<file path="src/rtl/core/tmp_delay.sv">
module tmp_delay #(
    parameter int WIDTH = 8,
    parameter int DEPTH = 4
) (
    input  logic             i_clk,
    input  logic             i_rst_n,
    input  logic             i_valid,
    input  logic [WIDTH-1:0] i_data,
    output logic             o_valid,
    output logic [WIDTH-1:0] o_data
);

    logic             r_valid [0:DEPTH-1];
    logic [WIDTH-1:0] r_data  [0:DEPTH-1];

    always_ff @(posedge i_clk) begin
        for (int k = 0; k < DEPTH; k++) begin
            if (!i_rst_n) begin
                r_valid[k] <= 1'b0;
            end else if (k == 0) begin
                r_valid[k] <= i_valid;
            end else begin
                r_valid[k] <= r_valid[k-1];
            end
        end
    end

    always_ff @(posedge i_clk) begin
        for (int k = 0; k < DEPTH; k++) begin
            if (k == 0) begin
                r_data[k] <= i_data;
            end else begin
                r_data[k] <= r_data[k-1];
            end
        end
    end

    assign o_valid = r_valid[DEPTH-1];
    assign o_data  = r_data[DEPTH-1];

endmodule

</file>
<file path="config.mk">
export PLATFORM = sky130hd
export DESIGN_NAME = tmp_delay
export DESIGN_NICKNAME = d
export VERILOG_FILES = /design/src/rtl/core/tmp_delay.sv
export SDC_FILE = /design/constraint.sdc
export NUM_CORES = 1
export LEC_CHECK = 0
export BUFFER_PORTS_ARGS = -buffer_cell sky130_fd_sc_hd__buf_2
export CORE_ASPECT_RATIO = 0.7
export CORE_MARGIN = 2
export CORE_UTILIZATION = 40
export DETAILED_ROUTE_END_ITERATION = 8
export PLACE_DENSITY = 0.62
export SETUP_SLACK_MARGIN = 0.5
export SYNTH_ARGS = -nofsm -noshare
export SYNTH_HDL_FRONTEND = slang
export SYNTH_SLANG_ARGS = --single-unit
</file>
<file path="constraint.sdc">
create_clock -name i_clk -period 0.8 [get_ports i_clk]
set_input_delay 0.04 -clock i_clk [delete_from_list [all_inputs] [get_ports i_clk]]
set_output_delay 0.04 -clock i_clk [all_outputs]
set_load 0.1 [all_outputs]
</file>
[After elaboration in Yosys (flattened, before gate mapping)]
Memories as Yosys holds them, arrays and structs flattened.
Index checks and enable logic that the tools add are counted.
Widths: inputs -> output; s select.
Operators by class
  bitwise operators: 4
  mux-type cells: 6
Operator list (count)
  $mux 1: 6
  $or 1x1->1: 4
Word-level totals
  word-level logic and storage cells: 12
  register bits after elaboration: 0
  bits of input ports: 11
  output and inout bits: 9
  memories: 2
  memory bits (writable): 36
Memories
  r_data: depth 4, width 8, read ports 4, clocked after memory_dff 0, wr ports 4, RTL line 14  | logic [WIDTH-1:0] r_data [0:DEPTH-1];
  r_valid: depth 4, width 1, read ports 4, clocked after memory_dff 0, wr ports 4, RTL line 13  | logic r_valid [0:DEPTH-1];

[Depth between registers and ports, before layout]
  depth after elaboration: 2
  gate-level depth with buffers: 1
  mapped depth without buffers: 1

[Worst setup path before layout]
No wires, ideal clock.
  path type: register -> output
  from: mem r_data[3][0]
  to: out o_data[0]
  stages on the path, launching flop included: 1
  required time: 0.760 ns
  buffers on the path: 0
  data arrival time: 0.909 ns
  slack: -0.149 ns
  cells stage by stage: dfxtp_1
RTL lines
  start: declaration: RTL line 14
  end: declaration: RTL line 10  | output logic [WIDTH-1:0] o_data

==> results.tsv <==
metric	value	unit
outcome	finished with violations	
failing checks	hold timing, setup timing	
fmax	1150	MHz
Setup Total Neg Slack	-0.628	ns
First DRT Iteration DRCs	3	
Unique masters post-synth	2	
Sw Ratio	0.232	
family with the most delay on the worst path	flip-flops	
HP Start	i_data[1]	
WS Path Type	register to primary output	
Final WS setup	-0.0731	ns
sequential share of power	0.631	
top cell type's share of synthesized area	0.966	
io pins	20	
Slew HR	0.937	
initial antenna violation count	0	
#FFs+latches synth	36	
CP max FO	1	
Initial Util	0.413	
CTS Buffer Depth	2	
cell taking the most area after synthesis	dfxtp_1	
Slowest cell on crit path	dfxtp_4	
final setup violating endpoints	9	
Comb pwr share	0.093	
Row Count	13	
Min-Delay Path Depth	1	
worst reg-to-reg path cell count	1	
ys async rst share	0	
full die area	2230	µm²
Crit. End Element	primary output	
Hold Path Class	input pin to register	
Routed WL	769	µm
worst path buffer plus inverter count	1	
hold endpoint	r_data[0][1]$_DFF_P_	
Setup crit start kind	register	
clk sinks	36	
largest net degree at the start of global routing	12	
synth top area cells	dfxtp_1 97%, and2_1 3.4%	
chip width	55.6	µm
number of max-cap violations	0	
Slew @ Worst Pin	0.0939	ns
Area Overhead vs Synth	46.3	%
vias in the first global route	264	
min Tclk post-route	0.873	ns
Power Dens Cells	2760	nW/µm²
Design Area, Final	1090	µm²
htree depth	2	
Worst R2R Start	r_valid[2]$_DFF_P_	
share of layout cells above drive strength 1	0.552	
placed cell area	1040	µm²
Hold Fails Final Rpt	12	
overall routing resource usage	0.0749	
global route overflow	0	
post-layout net count	77	
NetSw	698	µW
CP max stage delay	0.36	ns
CTS tree	done	
Static Leak	0.000470	µW
Pint	2320	µW
via count	332	
Reg clk slew, reported paths	0.09	ns
die height	40.1	µm
clock share of power	0.276	
Syn Nets	51	
Mapped Avg Cell Area	18.6	µm²
CTS buffer count	5	
GP Congestion	0.581	
ANT nets after route	0	
WL per Instance	8.64	µm
worst IR drop on VDD	1.59	mV
Hold WS	-0.174	ns
top_reg_cell synth	dfxtp_1	
arrival time worst endpoint	0.83	ns
Floorplan Core Area	1810	µm²
DRC viols	0	
Ys Warns	0	
count leader, synth	dfxtp_1	
worst-skew pair later-pin latency	0.31	ns
top cells by count, synth	36 x dfxtp_1, 4 x and2_1	
CP Data Required Time	0.76	ns
RSZ-0062 raised after global routing	true	
Syn Inst Count	40	
HPWL Detailed	563	µm
Layout Skew	0.00420	ns
TritonRoute pass-1 iters	2	
r2r endpoint	r_valid[3]$_DFF_P_	
Vias/cell	3.73	
Cell Chain, Critical Path	buf_12	
final slew viol count	0	
number of flops mapped to enable cells by yosys	0	
port bufs	19	
FF-to-FF setup slack	0.28	ns
first-pass GRT wire length	1040	µm
period utilisation layout	1.09	
CTS root buffer	clkbuf_4	
ant diodes	0	
Mapped Area	746	µm²
sequential share of the synthesized area	0.966	
==> per-stage QoR <==
step                hold slack, ns  setup slack, ns  std cells   util  power, µW
floorplan                   0.0677            0.256         40      -       2090
global placement             0.143            0.267         81  0.574       2220
detailed placement           0.144            0.258         81  0.574       2230
CTS                         -0.194          -0.0995         89  0.604       3060
global route                -0.199           -0.114         89  0.604       3130
finish                      -0.174          -0.0731         89  0.604       3010
==> power groups by stage <==
stage / clock (µW) / combinational, µW / sequential [µW]
4_1_cts: 876 / 283 / 1900
2_1_floorplan: 0 / 4.06 / 2090
6_report: 832 / 281 / 1900
3_5_place_dp: 0 / 282 / 1950
3_3_place_gp: 0 / 281 / 1940
5_1_grt: 934 / 288 / 1910
==> cell usage in the layout, fill, tap and decap left out <==
master / netlist / layout
dfxtp_1: 36 / 24
buf_2: 0 / 10
buf_12: 0 / 9
dfxtp_4: 0 / 9
clkbuf_4: 0 / 5
and2_1: 4 / 4
dfxtp_2: 0 / 3
clkbuf_1: 0 / 2
clkinv_2: 0 / 1
==> how the worst max path moves through the flow <==
stage / endpoint / startpoint / slack [ns] / cells past startpoint
finish: o_data[5] / r_data[3][5]$_DFF_P_ / -0.07 / 1
global route: o_data[2] / r_data[3][2]$_DFF_P_ / -0.11 / 1
CTS: o_data[5] / r_data[3][5]$_DFF_P_ / -0.1 / 1
detailed placement: o_data[5] / r_data[3][5]$_DFF_P_ / 0.26 / 1
global placement: o_data[3] / r_data[3][3]$_DFF_P_ / 0.27 / 1
floorplan: o_data[0] / r_data[3][0]$_DFF_P_ / 0.26 / 0
==> cells by family after synthesis <==
group         count (synthesis)  synth area share
simple gates                  4            0.0336
flops                        36             0.966
==> cell type report <==
class | instances | area [µm²]
Tap cell | 22 | 27.5
Clock buffer | 7 | 45.0
Fill cell | 133 | 714
Sequential cell | 36 | 758
Multi-Input combinational cell | 4 | 25.0
Timing Repair Buffer | 19 | 230
Clock inverter | 1 | 5.00
==> repair_timing <==
| item | CTS | global route |
|---|---|---|
| gates resized for setup | 2 | 1 |
| endpoints found under the hold margin | 12 | 12 |
| endpoints found under the setup margin | 36 | 36 |
| setup buffers | 0 | 0 |
==> metal layers <==
layer | share of wire | GRT usage
met5 | 0 | 0
met3 | 0.079 | 0.0548
met2 | 0.50 | 0.122
met4 | 0.021 | 0.0793
met1 | 0.40 | 0.0604
==> flip-flops by register name (all words and copies together), names as in the netlist <==
name	cells
r_data	32
r_valid	4
(Power assumes the default switching activity.)
